File: config.mk
export PLATFORM = sky130hd
export DESIGN_NAME = cascaded_prescaled_timer_bank
export DESIGN_NICKNAME = d
export VERILOG_FILES = /design/src/cpt_pkg.sv /design/src/cascaded_prescaled_timer_bank.sv
export SDC_FILE = /design/constraint.sdc
export NUM_CORES = 1
export LEC_CHECK = 0
export BUFFER_PORTS_ARGS = -buffer_cell sky130_fd_sc_hd__buf_2
export CAP_MARGIN = 30
export CORE_UTILIZATION = 47
export DETAILED_ROUTE_END_ITERATION = 6
export GPL_ROUTABILITY_DRIVEN = 0
export PLACE_DENSITY_LB_ADDON = 0.15
export SETUP_SLACK_MARGIN = 0.1
export SYNTH_ARGS = -nofsm -noshare
export SYNTH_HDL_FRONTEND = slang
export SYNTH_SLANG_ARGS = --single-unit
File: constraint.sdc
create_clock -name clk -period 7.22 [get_ports clk]
set_input_delay 0.722 -clock clk [delete_from_list [all_inputs] [get_ports clk]]
set_output_delay 0.722 -clock clk [all_outputs]
set_load 0.005 [all_outputs]
File: src/cpt_pkg.sv
// Package with the opcodes, control word fields and prescaler helpers of the timer bank.
package cpt_pkg;

	// Fixed field widths.
	localparam int CNT_W = 16;
	localparam int RES_W = 10;
	localparam int CYC_W = 12;
	localparam int SUM_W = 13;
	localparam int MAX_TIMERS = 8;

	// Operation codes.
	localparam logic [1:0] OP_RELOAD  = 2'd0;
	localparam logic [1:0] OP_CONTROL = 2'd1;
	localparam logic [1:0] OP_READ    = 2'd2;
	localparam logic [1:0] OP_STEP    = 2'd3;

	// Control word bit positions.
	localparam int CTL_CASCADE = 2;
	localparam int CTL_IRQ     = 6;
	localparam int CTL_ENABLE  = 7;

	localparam logic [CNT_W-1:0] CNT_MAX = 16'hFFFF;

	// Ticks produced by a residue-plus-cycles sum for a prescaler code.
	function automatic logic [SUM_W-1:0] pre_ticks(input logic [1:0] code,
			input logic [SUM_W-1:0] sum);
		logic [SUM_W-1:0] t;
		case (code)
			2'd0: t = sum;
			2'd1: t = sum >> 6;
			2'd2: t = sum >> 8;
			default: t = sum >> 10;
		endcase
		return t;
	endfunction

	// Cycles left over after the ticks are taken out.
	function automatic logic [RES_W-1:0] pre_residue(input logic [1:0] code,
			input logic [SUM_W-1:0] sum);
		logic [RES_W-1:0] r;
		case (code)
			2'd0: r = '0;
			2'd1: r = sum[RES_W-1:0] & 10'h03F;
			2'd2: r = sum[RES_W-1:0] & 10'h0FF;
			default: r = sum[RES_W-1:0] & 10'h3FF;
		endcase
		return r;
	endfunction

endpackage

File: src/cascaded_prescaled_timer_bank.sv
// Top level of the cascaded prescaled timer bank: state, step logic and output buffer.
// Throughput: one beat per cycle while the skid entry is empty; the whole step, including
// the cascade ripple through all timers, is evaluated in one pass between the input and
// the result register (the output register, or the skid entry while the output stalls).
// A two-entry output buffer keeps taking input beats while one result is stalled.
// Reset (arst_n low, asynchronous) clears all counters, reloads, controls and residues.
module cascaded_prescaled_timer_bank import cpt_pkg::*; #(
	parameter int NUM_TIMERS = 4
) (
	input  logic              clk,
	input  logic              arst_n,
	input  logic              in_valid,
	output logic              in_ready,
	input  logic [1:0]        op,
	input  logic [1:0]        timer_index,
	input  logic [CNT_W-1:0]  write_data,
	input  logic [CYC_W-1:0]  elapsed_cycles,
	output logic              out_valid,
	input  logic              out_ready,
	output logic [CNT_W-1:0]  read_data,
	output logic [3:0]        irq_bits,
	output logic [1:0]        sound_overflow
);

	logic [CNT_W-1:0] reload_q [NUM_TIMERS];
	logic [CNT_W-1:0] count_q  [NUM_TIMERS];
	logic [CNT_W-1:0] ctl_q    [NUM_TIMERS];
	logic [RES_W-1:0] res_q    [NUM_TIMERS];

	logic [CNT_W-1:0] reload_d [NUM_TIMERS];
	logic [CNT_W-1:0] count_d  [NUM_TIMERS];
	logic [CNT_W-1:0] ctl_d    [NUM_TIMERS];
	logic [RES_W-1:0] res_d    [NUM_TIMERS];

	logic [CNT_W-1:0] rd_d;
	logic [3:0]       irq_d;
	logic [1:0]       snd_d;

	logic             accept;

	// Output register and skid entry.
	logic             out_valid_q, skid_valid_q;
	logic [CNT_W-1:0] out_rd_q, skid_rd_q;
	logic [3:0]       out_irq_q, skid_irq_q;
	logic [1:0]       out_snd_q, skid_snd_q;

	assign in_ready = !skid_valid_q;
	assign accept   = in_valid && in_ready;

	// Next state and result of the beat at the input.
	always_comb begin
		logic                 hit, en, casc, carry, ovf;
		logic [SUM_W-1:0]     sum, ticks;
		logic [CNT_W:0]       cplus;
		logic [MAX_TIMERS-1:0] ovf_all, irq_all;
		reload_d = reload_q;
		count_d  = count_q;
		ctl_d    = ctl_q;
		res_d    = res_q;
		rd_d     = '0;
		ovf_all  = '0;
		irq_all  = '0;
		carry    = 1'b0;
		for (int k = 0; k < NUM_TIMERS; k++) begin
			hit   = (int'(timer_index) == k);
			en    = ctl_q[k][CTL_ENABLE];
			casc  = (k > 0) && ctl_q[k][CTL_CASCADE];
			sum   = SUM_W'(res_q[k]) + SUM_W'(elapsed_cycles);
			ticks = pre_ticks(ctl_q[k][1:0], sum);
			cplus = {1'b0, count_q[k]} + (CNT_W+1)'(ticks);
			ovf   = 1'b0;
			case (op)
				OP_RELOAD: begin
					if (hit) reload_d[k] = write_data;
				end
				OP_CONTROL: begin
					if (hit) begin
						ctl_d[k] = write_data;
						if (!en && write_data[CTL_ENABLE]) begin
							count_d[k] = reload_q[k];
							res_d[k]   = '0;
						end
					end
				end
				OP_READ: begin
					if (hit) rd_d = rd_d | count_q[k];
				end
				OP_STEP: begin
					if (en && !casc) begin
						// Prescaled timer: add its ticks, reload once on overflow.
						res_d[k] = pre_residue(ctl_q[k][1:0], sum);
						if (ticks != '0) begin
							if (cplus[CNT_W]) begin
								ovf        = 1'b1;
								count_d[k] = reload_q[k];
							end else begin
								count_d[k] = cplus[CNT_W-1:0];
							end
						end
					end else if (en && casc && carry) begin
						// Cascaded timer: count one overflow of its predecessor.
						if (count_q[k] == CNT_MAX) begin
							ovf        = 1'b1;
							count_d[k] = reload_q[k];
						end else begin
							count_d[k] = count_q[k] + 1'b1;
						end
					end
				end
				default: ;
			endcase
			carry      = ovf;
			ovf_all[k] = ovf;
			irq_all[k] = ovf && ctl_q[k][CTL_IRQ];
		end
		irq_d = irq_all[3:0];
		snd_d = ovf_all[1:0];
	end

	// Timer state.
	always_ff @(posedge clk or negedge arst_n) begin
		if (!arst_n) begin
			for (int k = 0; k < NUM_TIMERS; k++) begin
				reload_q[k] <= '0;
				count_q[k]  <= '0;
				ctl_q[k]    <= '0;
				res_q[k]    <= '0;
			end
		end else if (accept) begin
			reload_q <= reload_d;
			count_q  <= count_d;
			ctl_q    <= ctl_d;
			res_q    <= res_d;
		end
	end

	// Output valid flags.
	always_ff @(posedge clk or negedge arst_n) begin
		if (!arst_n) begin
			out_valid_q  <= 1'b0;
			skid_valid_q <= 1'b0;
		end else if (!out_valid_q || out_ready) begin
			out_valid_q  <= skid_valid_q || accept;
			skid_valid_q <= 1'b0;
		end else if (accept) begin
			skid_valid_q <= 1'b1;
		end
	end

	// Output payload: the skid entry moves up first, else the new result.
	always_ff @(posedge clk) begin
		if (!out_valid_q || out_ready) begin
			if (skid_valid_q) begin
				out_rd_q  <= skid_rd_q;
				out_irq_q <= skid_irq_q;
				out_snd_q <= skid_snd_q;
			end else if (accept) begin
				out_rd_q  <= rd_d;
				out_irq_q <= irq_d;
				out_snd_q <= snd_d;
			end
		end else if (accept) begin
			skid_rd_q  <= rd_d;
			skid_irq_q <= irq_d;
			skid_snd_q <= snd_d;
		end
	end

	assign out_valid      = out_valid_q;
	assign read_data      = out_rd_q;
	assign irq_bits       = out_irq_q;
	assign sound_overflow = out_snd_q;

endmodule

After elaboration in Yosys (flattened, before gate mapping)
Index checks and enable logic that the tools add are counted.
{"block": "word_totals", "register_bits": 246, "latch_bits": 0, "inputBits": 36, "ram_bits": 0, "rom_bits": 0, "memories": 0}
{"block": "classes", "magnitude_cmp": 0, "n_bitwise": 4, "n_reduce_logical": 60, "shifts": 0, "n_mul": 0, "mux": 92, "n_addsub": 11, "n_eq_ne": 36, "n_div": 0}
{"cell": "16-bit two-way mux", "count": 36}
{"cell": "13-bit one-hot mux with 3 select lines", "count": 4}
{"cell": "16-bit one-hot mux with 2 select lines", "count": 4}
{"cell": "10-bit two-way mux", "count": 12}
{"cell": "10-bit one-hot mux with 3 select lines", "count": 4}
{"cell": "10-bit one-hot mux with 2 select lines", "count": 4}
{"cell": "16-bit by 13-bit adder with 17-bit output", "count": 4}
{"cell": "10-bit by 12-bit adder with 13-bit output", "count": 4}
{"cell": "13-bit nonzero test", "count": 4}
{"cell": "16-bit by 1-bit adder with 16-bit output (second input constant)", "count": 3}
{"cell": "16-bit == test (second input constant)", "count": 3}
{"cell": "16-bit OR", "count": 3}
{"cell": "2-bit inequality test (second input constant)", "count": 13}
{"cell": "1-bit two-way mux", "count": 24}
{"cell": "3-bit AND reduction", "count": 8}
{"cell": "6-bit AND reduction", "count": 4}
{"cell": "5-bit AND reduction", "count": 4}
{"cell": "1-bit logical AND", "count": 18}
{"cell": "3-bit inequality test (second input constant)", "count": 6}
{"cell": "2-bit == test (second input constant)", "count": 8}
{"cell": "2-bit by 1-bit == test with 1-bit output (second input constant)", "count": 6}
{"cell": "2-bit logical NOT", "count": 6}
{"cell": "1-bit logical NOT", "count": 9}
{"cell": "4-bit two-way mux", "count": 2}
{"cell": "5 further kinds", "count": 10}

Depth between registers and ports, before layout
{"block": "logic_depth", "ltp_word": 22, "depth_mapped": 22, "depth_no_buf": 21}

Least setup slack after synthesis
OpenSTA, ideal clock, no wires.
{"block": "synth_timing", "path_kind": "input -> register", "from": "in elapsed_cycles[0]", "to": "reg count_q[4] in the netlist's numbering", "arrival_ns": 5.801, "cell_stages": 20, "slack_ns": 1.298, "t_required_ns": 7.099, "path_buffers": 1, "setup_time_ns": 0.121, "path_cell_list": "ha_1 fa_1 a211o_1 a211oi_1 nor3_1 or3_1 o221ai_1 inv_1 ha_1 fa_1 a21o_1 nand4_1 nand3_1 a311o_1 a2111oi_0 or2_2 clkbuf_1 o21ai_0 a221o_1 a22o_1"}
{"block": "synth_via", "elab_chain_cells": 18}
{"item": "from (decl)", "line_no": "cascaded_prescaled_timer_bank.sv:17", "source": "input logic [CYC_W-1:0] elapsed_cycles,"}
{"item": "10-bit by 12-bit adder with 13-bit output", "line_no": "cascaded_prescaled_timer_bank.sv:68", "source": "sum = SUM_W'(res_q[k]) + SUM_W'(elapsed_cycles);"}
{"item": "13-bit one-hot mux with 3 select lines", "line_no": "cpt_pkg.sv:28", "source": "case (code)"}
{"item": "16-bit by 13-bit adder with 17-bit output", "line_no": "cascaded_prescaled_timer_bank.sv:70", "source": "cplus = {1'b0, count_q[k]} + (CNT_W+1)'(ticks);"}
{"item": "1-bit two-way mux", "line_no": "cascaded_prescaled_timer_bank.sv:93", "source": "if (cplus[CNT_W]) begin"}
{"item": "1-bit two-way mux", "line_no": "cascaded_prescaled_timer_bank.sv:92", "source": "if (ticks != '0) begin"}
{"item": "1-bit two-way mux", "line_no": "cascaded_prescaled_timer_bank.sv:89", "source": "if (en && !casc) begin"}
{"item": "1-bit two-way mux", "line_no": "cascaded_prescaled_timer_bank.sv:72", "source": "case (op)"}
{"item": "1-bit logical AND", "line_no": "cascaded_prescaled_timer_bank.sv:100", "source": "end else if (en && casc && carry) begin"}
{"item": "(+2 left out)"}
{"item": "1-bit two-way mux", "line_no": "cascaded_prescaled_timer_bank.sv:72"}
{"item": "1-bit logical AND", "line_no": "cascaded_prescaled_timer_bank.sv:100"}
{"item": "1-bit two-way mux", "line_no": "cascaded_prescaled_timer_bank.sv:100"}
{"item": "1-bit two-way mux", "line_no": "cascaded_prescaled_timer_bank.sv:89"}
{"item": "1-bit two-way mux", "line_no": "cascaded_prescaled_timer_bank.sv:72"}
{"item": "1-bit logical AND", "line_no": "cascaded_prescaled_timer_bank.sv:100"}
{"item": "3-bit inequality test (no line)"}
{"item": "6-bit AND reduction (no line)"}
{"item": "to (signal assigned)", "line_no": "cascaded_prescaled_timer_bank.sv:131", "source": "count_q <= count_d;"}
{"item": "to (decl)", "line_no": "cascaded_prescaled_timer_bank.sv:26", "source": "logic [CNT_W-1:0] count_q [NUM_TIMERS];"}
Several ways; a longest one is shown, not always the timed one. The select of a mux whose other input is x is not followed.
A chain may end at the register's enable or synchronous reset.

Final worst setup path
{"block": "layout_timing", "from": "reg res_q[0] in the netlist's numbering", "to": "reg count_q[4] in the netlist's numbering"}
{"block": "layout_via", "elab_chain_cells": 7}
{"item": "from (decl)", "line_no": "cascaded_prescaled_timer_bank.sv:28", "source": "logic [RES_W-1:0] res_q [NUM_TIMERS];"}
{"item": "from (signal assigned)", "line_no": "cascaded_prescaled_timer_bank.sv:133", "source": "res_q <= res_d;"}
{"item": "10-bit by 12-bit adder with 13-bit output *", "line_no": "cascaded_prescaled_timer_bank.sv:68"}
{"item": "13-bit one-hot mux with 3 select lines *", "line_no": "cpt_pkg.sv:28"}
{"item": "16-bit by 13-bit adder with 17-bit output", "line_no": "cascaded_prescaled_timer_bank.sv:70"}
{"item": "16-bit two-way mux", "line_no": "cascaded_prescaled_timer_bank.sv:93"}
{"item": "16-bit two-way mux", "line_no": "cascaded_prescaled_timer_bank.sv:92"}
{"item": "16-bit two-way mux", "line_no": "cascaded_prescaled_timer_bank.sv:89"}
{"item": "16-bit one-hot mux with 2 select lines", "line_no": "cascaded_prescaled_timer_bank.sv:72"}
Mark *: on every way between the ends. The rest lies on a longest branch, timed or not. The select of a mux whose other input is x is not followed.

==> flow_summary_export.csv <==
group,metric,value,unit
clock_network,clock-sinks,233,
finish,fin_nets,2111,
clock_network,cts_tree,"built",
placed_design,dp_hpwl,46.0,mm
detailed_routing,dr.pass1.iters,6,
synth,synth_warnings,0,
setup_path,startpoint_type,"flip-flop",
sta,finalCritPeriodShare,0.879,
detailed_routing,wl,60.8,mm
detailed_routing,route.vias.total,16300,
synth,synth_cell_types,94,
setup_path,worstPathArrival,6800,ps
synth,async_flop_share,0.811,
die,die_w,197,um
sta,setup_tns,0,ps
finish,multi_input_area,11300,um2
finish,layout.cells.non_filler,2507,
finish,nFillCells,3476,
setup_path,reg2regPathDepth,19,
die,coreArea,37500,um2
sta,rsz0062_at_grt,"false",
clock_network,clockBufferDepth,3,
sta,hold_viol,0,
die,row_count,71,
die,io_pins,60,
setup_path,timing.rr.end,"count_q[4]",
clock_network,cts_hold_buf,0,
synth,syn_area,17900,um2
sta,worst_clock_skew,25.0,ps
flow_run,drv.max_cap_violation_count,0,
die,die-area,38800,um2
synth,ys_seq_area_frac,0.339,
sta,worst_slew_pin_slew,956,ps
grt,track_usage,0.314,
synth,netlist.area_leader.share,0.265,
worst_hold_path,hp-class,"in -> async",
synth,synth_area_per_cell,9.17,um2
finish,register_area,6050,um2
finish,area_growth,10.4,%
outcome,outcome,"finished clean",
power_and_ir_drop,power.density,363,nW/um2
detailed_routing,viasPerCell,6.51,
detailed_routing,wire_per_inst,24.3,um
clock_network,worst_skew_pair.late_latency,590,ps
detailed_routing,wl_met2,26.9,mm
clock_network,path_clk_slew,60,ps
placed_design,place_inst,2451,
synth,synth_nets,2087,
die,die_h,197,um
grt,grt_max_degree,77,
power_and_ir_drop,leakagePower,8.53,nW
setup_path,crit_start,"res_q[0]",
grt,grt_pass1_vias,15400,
synth,synth.top_cells.by_area,"dfrtp_1, edfxtp_1, mux2_2, ha_1, a21oi_1",
clock_network,ctsRootBufferMaster,"clkbuf_16",
die,start_util,0.476,
sta,slew_violations,0,
setup_path,critical_path_required,7670,ps
synth,yosys_most_used_dff,"dfrtp_1",
setup_path,rrSetupSlack,870,ps
power_and_ir_drop,ir_drop,0.244,mV
synth,synth_edf_count,44,
detailed_routing,wl_met3,5.21,mm
detailed_routing,drtIter0Drc,1569,
setup_path,crit_path_max_fanout,17,
setup_path,crit_type,"reg -> reg",
synth,ys_seq_elements,233,
clock_network,ctsResizeCount,0,
grt,antenna_found_initial,5,
grt,grt.overflow.total,0,
grt,grt_pass1_wl,92.8,mm
setup_path,regToRegStartpoint,"res_q[0]",
clock_network,cts_buffers,29,
detailed_routing,drc,0,
synth,synth_largest_area_cell,"dfrtp_1",
detailed_routing,antenna_left,0,
detailed_routing,top_layer,"met5",
synth,synthCells,1948,
clock_network,htreeDepth,1,
sta,max_freq,158,MHz
clock_network,cts_setup_buffers,0,
finish,drive_above_1_share,0.145,
sta,fin_crit,6350,ps
setup_path,end_kind,"flip-flop",
detailed_routing,wl_met1,25.9,mm
placed_design,io_buffer_count,59,
sta,slew_headroom,0.363,
sta,finalSetupViolations,0,
## routing by layer
metal  vias up  track usage
met5         -            0
met1      7947        0.432
li1       7410            -
met3       152       0.0455
met4         4        0.133
met2       812        0.494
## worst max path at each step
stage | to | slack (ps) | depth (start not counted)
after floorplan | count_q[4] | 1300 | 20
after global placement | count_q[4] | 680 | 20
after detailed placement | count_q[10] | 500 | 20
after CTS | count_q[4] | 980 | 19
after global routing | count_q[10] | 450 | 19
final | count_q[4] | 870 | 19
## cells in the mapped netlist, types with 9 or more instances
cell type  instances
nor2_1           173
o21a_1            22
and2_1            33
edfxtp_1          44
mux2_2           113
o22ai_1           26
xnor2_1           51
o21ai_0          112
a22o_1            27
o211ai_1          20
inv_1             46
clkbuf_1          76
mux2i_1           38
xor2_1            43
nor4_1            14
mux4_2            18
nand2b_1          26
nor2b_1           18
a31oi_1           21
nand3_1           51
o221ai_1           9
nand2_1          165
o31ai_1            9
and3_1            29
dfrtp_1          189
nor3_1            50
a21o_1            38
a211oi_1          34
or3_1              9
ha_1              95
a211o_1           12
nand4_1           22
a21oi_1          133
## state kept, by name (all words and copies together), names as in the netlist
| name | flops |
|---|---|
| count_q | 64 |
| reload_q | 64 |
| res_q | 40 |
| ctl_q | 19 |
| read_data | 16 |
| skid_rd_q | 16 |
| irq_bits | 4 |
| skid_irq_q | 4 |
| skid_snd_q | 2 |
| sound_overflow | 2 |
| out_valid | 1 |
| skid_valid_q | 1 |
## report_power, final
group,switching (mW),internal (mW)
logic,1.84,1.41
clock network,0.614,0.995
registers,0.623,1.67
## cell usage in the layout (no fill, tap or decap), types with 18 or more instances in the layout
| cell | count |
|---|---|
| a211oi_1 | 34 |
| a21o_1 | 38 |
| a21oi_1 | 133 |
| a22o_1 | 27 |
| a31oi_1 | 20 |
| and2_1 | 34 |
| and3_1 | 29 |
| buf_2 | 58 |
| buf_4 | 19 |
| clkbuf_16 | 29 |
| dfrtp_1 | 189 |
| edfxtp_1 | 44 |
| ha_1 | 95 |
| inv_1 | 46 |
| mux2_2 | 113 |
| mux2i_1 | 38 |
| mux4_2 | 18 |
| nand2_1 | 165 |
| nand2b_1 | 26 |
| nand3_1 | 51 |
| nand4_1 | 22 |
| nor2_1 | 172 |
| nor2b_1 | 18 |
| nor3_1 | 49 |
| o211ai_1 | 20 |
| o21a_1 | 22 |
| o21ai_0 | 112 |
| o22ai_1 | 26 |
| xnor2_1 | 51 |
| xor2_1 | 43 |
## area by class of cell
type                    instances  share of cell area
flip-flops and latches        233               0.307
repair buffers                 81              0.0256
diodes                          1            0.000127
well taps                     511              0.0324
clock inverters                18              0.0150
clock buffers                  36              0.0381
inverters                      49             0.00933
multi-input cells            1578               0.572
## critical path, stage by stage (launching register included)
cell       delay, ps
dfrtp_1          380
ha_1             220
fa_1             410
a211o_1          320
a211oi_1         380
nor3_1           120
or3_1            440
o221ai_1         220
inv_1             80
ha_1             230
fa_1             410
a21o_1           190
nand4_1          110
nand3_1          110
a311o_1          370
a2111oi_0        830
or2_2            480
o21ai_0          270
a221o_1          440
a22o_1           190
## kinds of logic after synthesis
group / after synthesis / synth area share
xor+xnor: 94 / 0.0461
mux: 176 / 0.121
compound gates: 577 / 0.219
flops: 233 / 0.339
fa+ha+maj: 103 / 0.0755
buf+inv: 137 / 0.0301
simple gates: 628 / 0.170
## stage by stage
| stage | power (mW) | utilization | hold WS, ps | setup slack (ps) | instance area, um2 |
|---|---|---|---|---|---|
| after floorplan | 4.42 | - | 426 | 1300 | 17900 |
| after global placement | 5.39 | 0.496 | 466 | 677 | 18600 |
| after detailed placement | 5.45 | 0.497 | 476 | 500 | 18600 |
| after CTS | 7.08 | 0.525 | 191 | 980 | 19700 |
| after global routing | 7.56 | 0.526 | 212 | 455 | 19700 |
| final | 7.15 | 0.526 | 155 | 873 | 19700 |
No activity file was read; power rests on OpenSTA's default activity.
